### config.mk
export PLATFORM = sky130hd
export DESIGN_NAME = nucleotide_bigram_counter
export DESIGN_NICKNAME = d
export VERILOG_FILES = /design/src/hdl/nbc_pkg.sv /design/src/hdl/nucleotide_bigram_counter.sv /design/src/hdl/nbc_ctrl.sv /design/src/hdl/nbc_datapath.sv
export VERILOG_INCLUDE_DIRS = /design/src /design/src/hdl
export SDC_FILE = /design/constraint.sdc
export NUM_CORES = 2
export LEC_CHECK = 0
export BUFFER_PORTS_ARGS = -buffer_cell sky130_fd_sc_hd__buf_4
export CAP_MARGIN = 25
export CELL_PAD_IN_SITES_DETAIL_PLACEMENT = 1
export CELL_PAD_IN_SITES_GLOBAL_PLACEMENT = 1
export CORE_AREA = 10 10 375 450
export CTS_CLUSTER_SIZE = 28
export DETAILED_ROUTE_END_ITERATION = 6
export DIE_AREA = 0 0 385 460
export GPL_ROUTABILITY_DRIVEN = 0
export GPL_TIMING_DRIVEN = 0
export HOLD_SLACK_MARGIN = 0.03
export MAX_ROUTING_LAYER = met4
export PLACE_DENSITY = 0.9
export SYNTH_ARGS = -nofsm -noshare
export SYNTH_HDL_FRONTEND = slang
export SYNTH_SLANG_ARGS = --single-unit
### constraint.sdc
create_clock -name clk -period 7.8 [get_ports clk]
set_input_delay 0.78 -clock clk [delete_from_list [all_inputs] [get_ports clk]]
set_output_delay 0.78 -clock clk [all_outputs]
set_load 0.1 [all_outputs]
### src/hdl/nucleotide_bigram_counter_defines.svh
// Assertion macros for the nucleotide bigram counter control module.
`ifndef NUCLEOTIDE_BIGRAM_COUNTER_DEFINES_SVH
`define NUCLEOTIDE_BIGRAM_COUNTER_DEFINES_SVH

// Condition and consequence in the same cycle.
`define NBC_ASSERT_SAME(lbl, clk, rst_n, ante, cons, msg) \
  lbl: assert property (@(posedge clk) disable iff (!rst_n) (ante) |-> (cons)) \
    else $error(msg);

// Consequence in the cycle after the condition.
`define NBC_ASSERT_NEXT(lbl, clk, rst_n, ante, cons, msg) \
  lbl: assert property (@(posedge clk) disable iff (!rst_n) (ante) |=> (cons)) \
    else $error(msg);

`endif

### src/hdl/nbc_pkg.sv
`timescale 1ns / 1ps
`default_nettype none

package nbc_pkg;

  localparam int COUNT_WIDTH_DEF       = 48;
  localparam int LINE_LENGTH_WIDTH_DEF = 16;

  localparam int NUM_COUNTERS = 23;
  localparam int INDEX_W      = 5;
  localparam int VALUE_W      = 48;

  localparam logic [1:0] OP_CHAR    = 2'd0;
  localparam logic [1:0] OP_EOL     = 2'd1;
  localparam logic [1:0] OP_READOUT = 2'd2;

  localparam int IDX_BIGRAM0 = 4;
  localparam int IDX_LINES   = 20;
  localparam int IDX_LENGTH  = 21;
  localparam int IDX_SQUARE  = 22;

  localparam logic [INDEX_W-1:0] LAST_INDEX = INDEX_W'(NUM_COUNTERS - 1);

  localparam logic [7:0] CHAR_A = 8'h41;
  localparam logic [7:0] CHAR_C = 8'h43;
  localparam logic [7:0] CHAR_T = 8'h54;
  localparam logic [7:0] CHAR_G = 8'h47;

  typedef struct packed {
    logic [1:0] op;
    logic [7:0] symbol;
  } in_item_t;

  typedef struct packed {
    logic [INDEX_W-1:0] counter_index;
    logic [VALUE_W-1:0] count_value;
    logic               last;
  } out_item_t;

  typedef enum logic [1:0] {
    ST_IDLE,
    ST_SQUARE,
    ST_READOUT
  } state_t;

  typedef struct packed {
    logic               char_en;
    logic               eol_en;
    logic               sq_en;
    logic               shift_en;
    logic [INDEX_W-1:0] index;
    logic               last;
  } dp_cmd_t;

  typedef struct packed {
    logic out_free;
  } dp_status_t;

  // Bit 2 flags a nucleotide, bits 1-0 give its code (A, C, T, G = 0..3).
  function automatic logic [2:0] code_of(input logic [7:0] sym);
    logic [7:0] up;
    up = sym;
    if (sym >= 8'h61 && sym <= 8'h7a) begin
      up = sym - 8'd32;
    end
    if (up == CHAR_A) begin
      code_of = 3'b100;
    end else if (up == CHAR_C) begin
      code_of = 3'b101;
    end else if (up == CHAR_T) begin
      code_of = 3'b110;
    end else if (up == CHAR_G) begin
      code_of = 3'b111;
    end else begin
      code_of = 3'b000;
    end
  endfunction

endpackage

`default_nettype wire

### src/hdl/nucleotide_bigram_counter.sv
// Nucleotide bigram counter.
// Input channel (in_valid, in_ready, in_data): one item is a character
// (op 0), an end of line (op 1) or a readout request (op 2); op 3 is ignored.
// Output channel (out_valid, out_ready, out_data): only a readout produces
// items, 23 of them in counter order, with last set on the final one.
// Characters stream at one per cycle when no readout or squaring blocks input.
// An end of line is handled in two steps: the line length is squared into the
// square register, and the square is then added to its total in the square
// state, through one multiplier. A readout shifts the counter chain out one
// item per cycle into the output register while the receiver does not stall,
// once the accepted request has put the sequencer in its readout state.
// Input is not taken during a readout or the square cycle of an end of line.
// When the receiver stalls, the held item stays in the output register and
// the chain stops shifting; input resumes once the last item is registered.
// All counters saturate and are cleared by a readout, while the line in
// progress is kept. Synchronous reset clears every counter and line state.
`timescale 1ns / 1ps
`default_nettype none

module nucleotide_bigram_counter #(
  parameter int COUNT_WIDTH       = nbc_pkg::COUNT_WIDTH_DEF,
  parameter int LINE_LENGTH_WIDTH = nbc_pkg::LINE_LENGTH_WIDTH_DEF
) (
  input  wire logic               clk,
  input  wire logic               rst_n,
  input  wire logic               in_valid,
  output logic                    in_ready,
  input  wire nbc_pkg::in_item_t  in_data,
  output logic                    out_valid,
  input  wire logic               out_ready,
  output nbc_pkg::out_item_t      out_data
);

  // Commands from the sequencer and the output-register status back to it.
  nbc_pkg::dp_cmd_t    cmd;
  nbc_pkg::dp_status_t status;

  nbc_ctrl u_ctrl (
    .clk      (clk),
    .rst_n    (rst_n),
    .in_valid (in_valid),
    .in_op    (in_data.op),
    .in_ready (in_ready),
    .status   (status),
    .cmd      (cmd)
  );

  // Counter chain, line state, square register and output register.
  nbc_datapath #(
    .COUNT_WIDTH       (COUNT_WIDTH),
    .LINE_LENGTH_WIDTH (LINE_LENGTH_WIDTH)
  ) u_datapath (
    .clk       (clk),
    .rst_n     (rst_n),
    .in_data   (in_data),
    .cmd       (cmd),
    .status    (status),
    .out_valid (out_valid),
    .out_ready (out_ready),
    .out_data  (out_data)
  );

endmodule

`default_nettype wire

### src/hdl/nbc_ctrl.sv
`timescale 1ns / 1ps
`default_nettype none

`include "nucleotide_bigram_counter_defines.svh"

module nbc_ctrl (
  input  wire logic                 clk,
  input  wire logic                 rst_n,
  input  wire logic                 in_valid,
  input  wire logic [1:0]           in_op,
  output logic                      in_ready,
  input  wire nbc_pkg::dp_status_t  status,
  output nbc_pkg::dp_cmd_t          cmd
);

  nbc_pkg::state_t state_r, state_nxt;
  logic [nbc_pkg::INDEX_W-1:0] rd_cnt_r, rd_cnt_nxt;
  logic accept;

  assign accept = in_valid && in_ready;

  always_ff @(posedge clk) begin
    if (!rst_n) begin
      state_r  <= nbc_pkg::ST_IDLE;
      rd_cnt_r <= '0;
    end else begin
      state_r  <= state_nxt;
      rd_cnt_r <= rd_cnt_nxt;
    end
  end

  always_comb begin
    state_nxt = state_r;
    case (state_r)
      nbc_pkg::ST_IDLE: begin
        if (accept && in_op == nbc_pkg::OP_EOL) begin
          state_nxt = nbc_pkg::ST_SQUARE;
        end else if (accept && in_op == nbc_pkg::OP_READOUT) begin
          state_nxt = nbc_pkg::ST_READOUT;
        end
      end
      nbc_pkg::ST_SQUARE: begin
        state_nxt = nbc_pkg::ST_IDLE;
      end
      nbc_pkg::ST_READOUT: begin
        if (status.out_free && rd_cnt_r == nbc_pkg::LAST_INDEX) begin
          state_nxt = nbc_pkg::ST_IDLE;
        end
      end
      default: begin
        state_nxt = nbc_pkg::ST_IDLE;
      end
    endcase
  end

  always_comb begin
    in_ready     = 1'b0;
    rd_cnt_nxt   = rd_cnt_r;
    cmd          = '0;
    cmd.index    = rd_cnt_r;
    cmd.last     = (rd_cnt_r == nbc_pkg::LAST_INDEX);
    case (state_r)
      nbc_pkg::ST_IDLE: begin
        // The input is always ready here, so valid alone marks an accepted item.
        in_ready    = 1'b1;
        cmd.char_en = in_valid && (in_op == nbc_pkg::OP_CHAR);
        cmd.eol_en  = in_valid && (in_op == nbc_pkg::OP_EOL);
        rd_cnt_nxt  = '0;
      end
      nbc_pkg::ST_SQUARE: begin
        cmd.sq_en = 1'b1;
      end
      nbc_pkg::ST_READOUT: begin
        cmd.shift_en = status.out_free;
        if (status.out_free) begin
          rd_cnt_nxt = rd_cnt_r + 1'b1;
        end
      end
      default: begin
        in_ready = 1'b0;
      end
    endcase
  end

  `NBC_ASSERT_SAME(a_rd_cnt_range, clk, rst_n,
                   state_r == nbc_pkg::ST_READOUT,
                   rd_cnt_r <= nbc_pkg::LAST_INDEX,
                   "readout index out of range")
  `NBC_ASSERT_NEXT(a_square_one_cycle, clk, rst_n,
                   state_r == nbc_pkg::ST_SQUARE,
                   state_r == nbc_pkg::ST_IDLE,
                   "square update took more than one cycle")
  `NBC_ASSERT_NEXT(a_last_ends_readout, clk, rst_n,
                   cmd.shift_en && cmd.last,
                   state_r == nbc_pkg::ST_IDLE,
                   "readout did not end after last counter")

endmodule

`default_nettype wire

### src/hdl/nbc_datapath.sv
`timescale 1ns / 1ps
`default_nettype none

module nbc_datapath #(
  parameter int COUNT_WIDTH       = nbc_pkg::COUNT_WIDTH_DEF,
  parameter int LINE_LENGTH_WIDTH = nbc_pkg::LINE_LENGTH_WIDTH_DEF
) (
  input  wire logic                 clk,
  input  wire logic                 rst_n,
  input  wire nbc_pkg::in_item_t    in_data,
  input  wire nbc_pkg::dp_cmd_t     cmd,
  output nbc_pkg::dp_status_t       status,
  output logic                      out_valid,
  input  wire logic                 out_ready,
  output nbc_pkg::out_item_t        out_data
);

  localparam int CW    = COUNT_WIDTH;
  localparam int LW    = LINE_LENGTH_WIDTH;
  localparam int SQ_W  = 2 * LW;
  localparam int SUM_W = ((CW > SQ_W) ? CW : SQ_W) + 1;
  localparam int NC    = nbc_pkg::NUM_COUNTERS;
  localparam logic [CW-1:0]    CMAX    = {CW{1'b1}};
  localparam logic [LW-1:0]    LMAX    = {LW{1'b1}};
  localparam logic [SUM_W-1:0] CMAX_EXT = SUM_W'(CMAX);

  logic [CW-1:0]   cnt_r [NC];
  logic [CW-1:0]   cnt_nxt [NC];
  logic [LW-1:0]   len_r, len_nxt;
  logic [2:0]      pend_r, pend_nxt;
  logic            pos_r, pos_nxt;
  logic [SQ_W-1:0] sq_r;
  logic            out_valid_r, out_valid_nxt;
  nbc_pkg::out_item_t out_data_r;

  logic [2:0]       sym_code;
  logic [3:0]       bigram;
  logic [SUM_W-1:0] len_sum, sq_sum;
  logic [63:0]      head_wide;

  assign sym_code = nbc_pkg::code_of(in_data.symbol);
  assign bigram   = {pend_r[1:0], sym_code[1:0]};
  assign len_sum  = SUM_W'(cnt_r[nbc_pkg::IDX_LENGTH]) + SUM_W'(len_r);
  assign sq_sum   = SUM_W'(cnt_r[nbc_pkg::IDX_SQUARE]) + SUM_W'(sq_r);
  assign head_wide = 64'(cnt_r[0]);

  always_comb begin
    cnt_nxt  = cnt_r;
    len_nxt  = len_r;
    pend_nxt = pend_r;
    pos_nxt  = pos_r;
    if (cmd.shift_en) begin
      // Readout walks the counters down the chain and fills zeros behind.
      for (int i = 0; i < NC - 1; i++) begin
        cnt_nxt[i] = cnt_r[i + 1];
      end
      cnt_nxt[NC - 1] = '0;
    end
    if (cmd.char_en) begin
      if (len_r != LMAX) begin
        len_nxt = len_r + 1'b1;
      end
      for (int i = 0; i < 4; i++) begin
        if (sym_code[2] && sym_code[1:0] == 2'(i) && cnt_r[i] != CMAX) begin
          cnt_nxt[i] = cnt_r[i] + 1'b1;
        end
      end
      if (!pos_r) begin
        pend_nxt = sym_code[2] ? sym_code : 3'b000;
        pos_nxt  = 1'b1;
      end else begin
        for (int j = 0; j < 16; j++) begin
          if (pend_r[2] && sym_code[2] && bigram == 4'(j) &&
              cnt_r[nbc_pkg::IDX_BIGRAM0 + j] != CMAX) begin
            cnt_nxt[nbc_pkg::IDX_BIGRAM0 + j] = cnt_r[nbc_pkg::IDX_BIGRAM0 + j] + 1'b1;
          end
        end
        pend_nxt = 3'b000;
        pos_nxt  = 1'b0;
      end
    end
    if (cmd.eol_en) begin
      if (cnt_r[nbc_pkg::IDX_LINES] != CMAX) begin
        cnt_nxt[nbc_pkg::IDX_LINES] = cnt_r[nbc_pkg::IDX_LINES] + 1'b1;
      end
      cnt_nxt[nbc_pkg::IDX_LENGTH] = (len_sum > CMAX_EXT) ? CMAX : len_sum[CW-1:0];
      len_nxt  = '0;
      pend_nxt = 3'b000;
      pos_nxt  = 1'b0;
    end
    if (cmd.sq_en) begin
      cnt_nxt[nbc_pkg::IDX_SQUARE] = (sq_sum > CMAX_EXT) ? CMAX : sq_sum[CW-1:0];
    end
  end

  assign out_valid_nxt = cmd.shift_en ? 1'b1 : (out_valid_r && !out_ready);

  always_ff @(posedge clk) begin
    if (!rst_n) begin
      for (int i = 0; i < NC; i++) begin
        cnt_r[i] <= '0;
      end
      len_r       <= '0;
      pend_r      <= 3'b000;
      pos_r       <= 1'b0;
      out_valid_r <= 1'b0;
    end else begin
      cnt_r       <= cnt_nxt;
      len_r       <= len_nxt;
      pend_r      <= pend_nxt;
      pos_r       <= pos_nxt;
      out_valid_r <= out_valid_nxt;
    end
  end

  always_ff @(posedge clk) begin
    if (cmd.eol_en) begin
      sq_r <= len_r * len_r;
    end
    if (cmd.shift_en) begin
      out_data_r.counter_index <= cmd.index;
      out_data_r.count_value   <= head_wide[nbc_pkg::VALUE_W-1:0];
      out_data_r.last          <= cmd.last;
    end
  end

  assign status.out_free = !out_valid_r || out_ready;
  assign out_valid       = out_valid_r;
  assign out_data        = out_data_r;

endmodule

`default_nettype wire

==> impl_results.md <==
- Post-CTS setup buffers: 0
- Violated checks: DRC
- Hold Path Sink: u_ctrl.state_r[1]$_SDFFE_PN0P_
- Hold depth: 3
- Mapped Avg Cell Area: 7.456 um^2
- Clock Pin Slew Worst Setup and Hold Paths: 0.06 ns
- Min Tclk post-route: 7.711 ns
- Top-area cell type share of the netlist area: 29.71%
- WL final: 398700 um
- Largest net degree at the start of global routing: 50
- WL per Instance: 31.08 um
- Final Power: 14.27 mW
- Synth top area cells: dfxtp_1 (30%), a21oi_1 (7.5%), nand2_1 (6.1%)
- First-pass GRT wire length: 588300 um
- DIE AREA: 177100 um^2
- R2R depth: 23
- WP data required: 8.38 ns
- Hold_sp: in_data[9]
- Yosys top cell by area: dfxtp_1
- Skew final: 0.03706 ns
- DRT antenna net count: 0
- Port Buffers: 68
- Global routing's busiest layer: met2
- CTS root buf: clkbuf_16
- Async set or reset register ratio after synthesis: 0%
- # rows: 161
- Worst reg2reg startpoint: u_datapath.len_r[5]$_SDFFE_PP0P_
- I/O Pins: 70
- Via count: 93059
- Startpoint Class: flop
- Register area share after synthesis: 33.05%
- DIE WIDTH: 385 um
- Layout Area Growth over Synthesis: 11.85%
- Die extent in y: 460 um
- Core area: 159700 um^2
- Max clock buf depth: 3
- Flop and latch count out of synthesis: 1217
- Pwr/cell area: 167.2 nW/um^2
- Top-count cell post-synth: nand2_1
- Final core occ: 53.41%
- Fmax: 129.7 MHz
- Worst hold slack: 0.3165 ns
- Share of layout cells above drive strength 1: 5.297%
- Met2 usage: 64.65%
- Post-synth cell types: 106
- Post-CTS Hold Fix Bufs: 0
- DR iter-0 viols: 13668
- DRC Markers: 1
- Overall Global Routing Usage: 44.45%
- CP max FO: 10
- DPL Wire Length: 287000 um
- Post-CTS sizing: 17
- Net count, final: 10857
- H-tree depth: 4
- Endpoints failing setup: 0
- Worst EP arrival: 8.29 ns
- Met3 Track Usage GR: 16.54%
- Initial antenna violation count: 51
- Pins Over Slew Limit: 0
- DR pass1 iterations: 7
- R2R setup slack: 0.09 ns
- Synth top cells by count: nand2_1 (1231), a21oi_1 (1148), dfxtp_1 (1132)
- Synth Net Count: 10582
- Setup TNS Final: 0 ns
- Clk_lat worst skew: 0.86 ns
- Vias per cell: 7.253
- Worst Tran Pin Value: 1.331 ns
- P_leak: 28.89 nW
- CTS Sinks: 1217
- Ys flop type: dfxtp_1
- R2R Path End: u_datapath.sq_r[31]$_DFFE_PP_
- TritonCTS clock tree: done
- Synth Instances: 10232
- Max-cap violations: 0
- Slew HR: 11.25%
- CTS Buf Count: 133
- Initial Util: 47.75%
- Final Hold Viols: 0
- Ys Warns: 0
- Status: finished, violations left
- Setup crit end kind: flop
- EDFF count, synth: 85
- Critical path type: reg2reg
- Met1 usage: 46.36%
- Type of the most critical hold path: in2reg
- Period utilization: 98.86%
- Vias in the first global route: 93289
- Total gr overflow: 0
- Post-Syn Area: 76290 um^2
- Worst VDD drop: 250.2 uV
==> final cells by class <==
| type | count | area (um^2) |
|---|---|---|
| Fill cell | 20166 | 74420 |
| Multi-Input combinational cell | 7962 | 47090 |
| Sequential cell | 1217 | 25220 |
| Clock buffer | 194 | 3976 |
| Tap cell | 2119 | 2651 |
| Buffer | 634 | 2530 |
| Timing Repair Buffer | 142 | 1585 |
| Inverter | 417 | 1565 |
| Clock inverter | 43 | 459.2 |
| Antenna cell | 102 | 255.2 |
==> stage by stage <==
stage	instance area, um^2	instances	worst slack [ns]
finish	85330	12830	0.08928
detailed placement	80430	12478	-0.6385
global placement	79450	12419	-2.320
global route	85290	12817	-0.02278
CTS	84890	12713	0.01704
floorplan	76290	10232	0.9831
==> report_power, final <==
part           switching [mW]  total [mW]  internal (mW)
clock                    2.96        6.74           3.78
combinational           0.907        1.12          0.209
sequential             0.0798        6.41           6.33
total                    3.95        14.3           10.3
==> how the worst max path moves through the flow <==
stage                                                start                               end  slack (ns)  cells after the start
after floorplan           u_datapath.len_r[4]$_SDFFE_PP0P_     u_datapath.sq_r[31]$_DFFE_PP_        0.98                     22
after global placement                           out_ready  u_datapath.cnt_r[455]$_SDFF_PN0_       -2.32                     11
after detailed placement  u_datapath.len_r[4]$_SDFFE_PP0P_     u_datapath.sq_r[31]$_DFFE_PP_       -0.64                     22
after CTS                 u_datapath.len_r[9]$_SDFFE_PP0P_     u_datapath.sq_r[31]$_DFFE_PP_        0.02                     22
after global routing      u_datapath.len_r[8]$_SDFFE_PP0P_     u_datapath.sq_r[31]$_DFFE_PP_       -0.02                     22
final                     u_datapath.len_r[5]$_SDFFE_PP0P_     u_datapath.sq_r[31]$_DFFE_PP_        0.09                     23
==> registers in the layout (all words and copies together) (netlist names) <==
| name | flops |
|---|---|
| u_datapath.pend_r | 3 |
| u_datapath.len_r | 16 |
| u_ctrl.state_r | 2 |
| u_datapath.pos_r | 1 |
| u_datapath.out_valid | 1 |
| u_ctrl.rd_cnt_r | 5 |
| u_datapath.sq_r | 31 |
| u_datapath.out_data | 54 |
| u_datapath.cnt_r | 1104 |
==> cells by family (layout without fill, tap and decap cells) <==
logic type / after synthesis / after routing / synth area share [%]
buf+inv: 1053 / 1430 / 5.265
mux: 69 / 69 / 0.9431
compound gates: 3056 / 3056 / 24.41
fa+ha+maj: 336 / 336 / 7.135
flops: 1217 / 1217 / 33.05
simple gates: 4370 / 4370 / 27.69
other cells: 0 / 102 / 0
xor+xnor: 131 / 131 / 1.504
==> metal layers <==
metal	share of wire, %	routed length, um
met4	12	46670
met2	42	169300
met3	13	51620
met1	33	131100
met5	0	0
==> critical path, stage by stage (launching register included) <==
cell and delay, ns:
dfxtp_1 0.34, clkbuf_2 0.30, clkbuf_2 0.36, and2_1 0.28, fa_1 0.55, inv_1 0.09, fa_1 0.57, inv_1 0.08
fa_1 0.55, fa_1 0.47, fa_1 0.55, inv_1 0.06, fa_1 0.54, inv_1 0.04, ha_1 0.37, and4_1 0.25
and3_1 0.22, and3b_1 0.23, o31a_1 0.35, o211a_1 0.29, o41ai_4 0.42, o21ai_0 0.20, a21oi_1 0.21, xnor2_1 0.10
==> cells in the final DEF, fill, tap and decap left out, types with 35 or more instances in the layout <==
cell type and count:
a221oi_1 283, clkbuf_16 140, nor2_1 1021, nand3_1 488, nand2_1 1231, o211ai_1 57, clkbuf_1 544, a22oi_1 66
a31oi_1 186, dfxtp_1 1129, diode_2 102, edfxtp_1 85, or3_1 63, and3_1 278, nor3b_1 73, a21o_1 59
xor2_1 58, ha_1 171, o21ai_0 811, nand4_1 204, and2_1 171, mux2i_1 46, inv_1 414, a21oi_1 1148
and4_1 73, fa_1 165, buf_2 46, clkbuf_2 59, nor3_1 392, a311oi_1 38, buf_4 74, o21a_1 35
nor4_1 211, buf_8 44, xnor2_1 73, a32oi_1 72
Power figures use the tool's default switching activity.
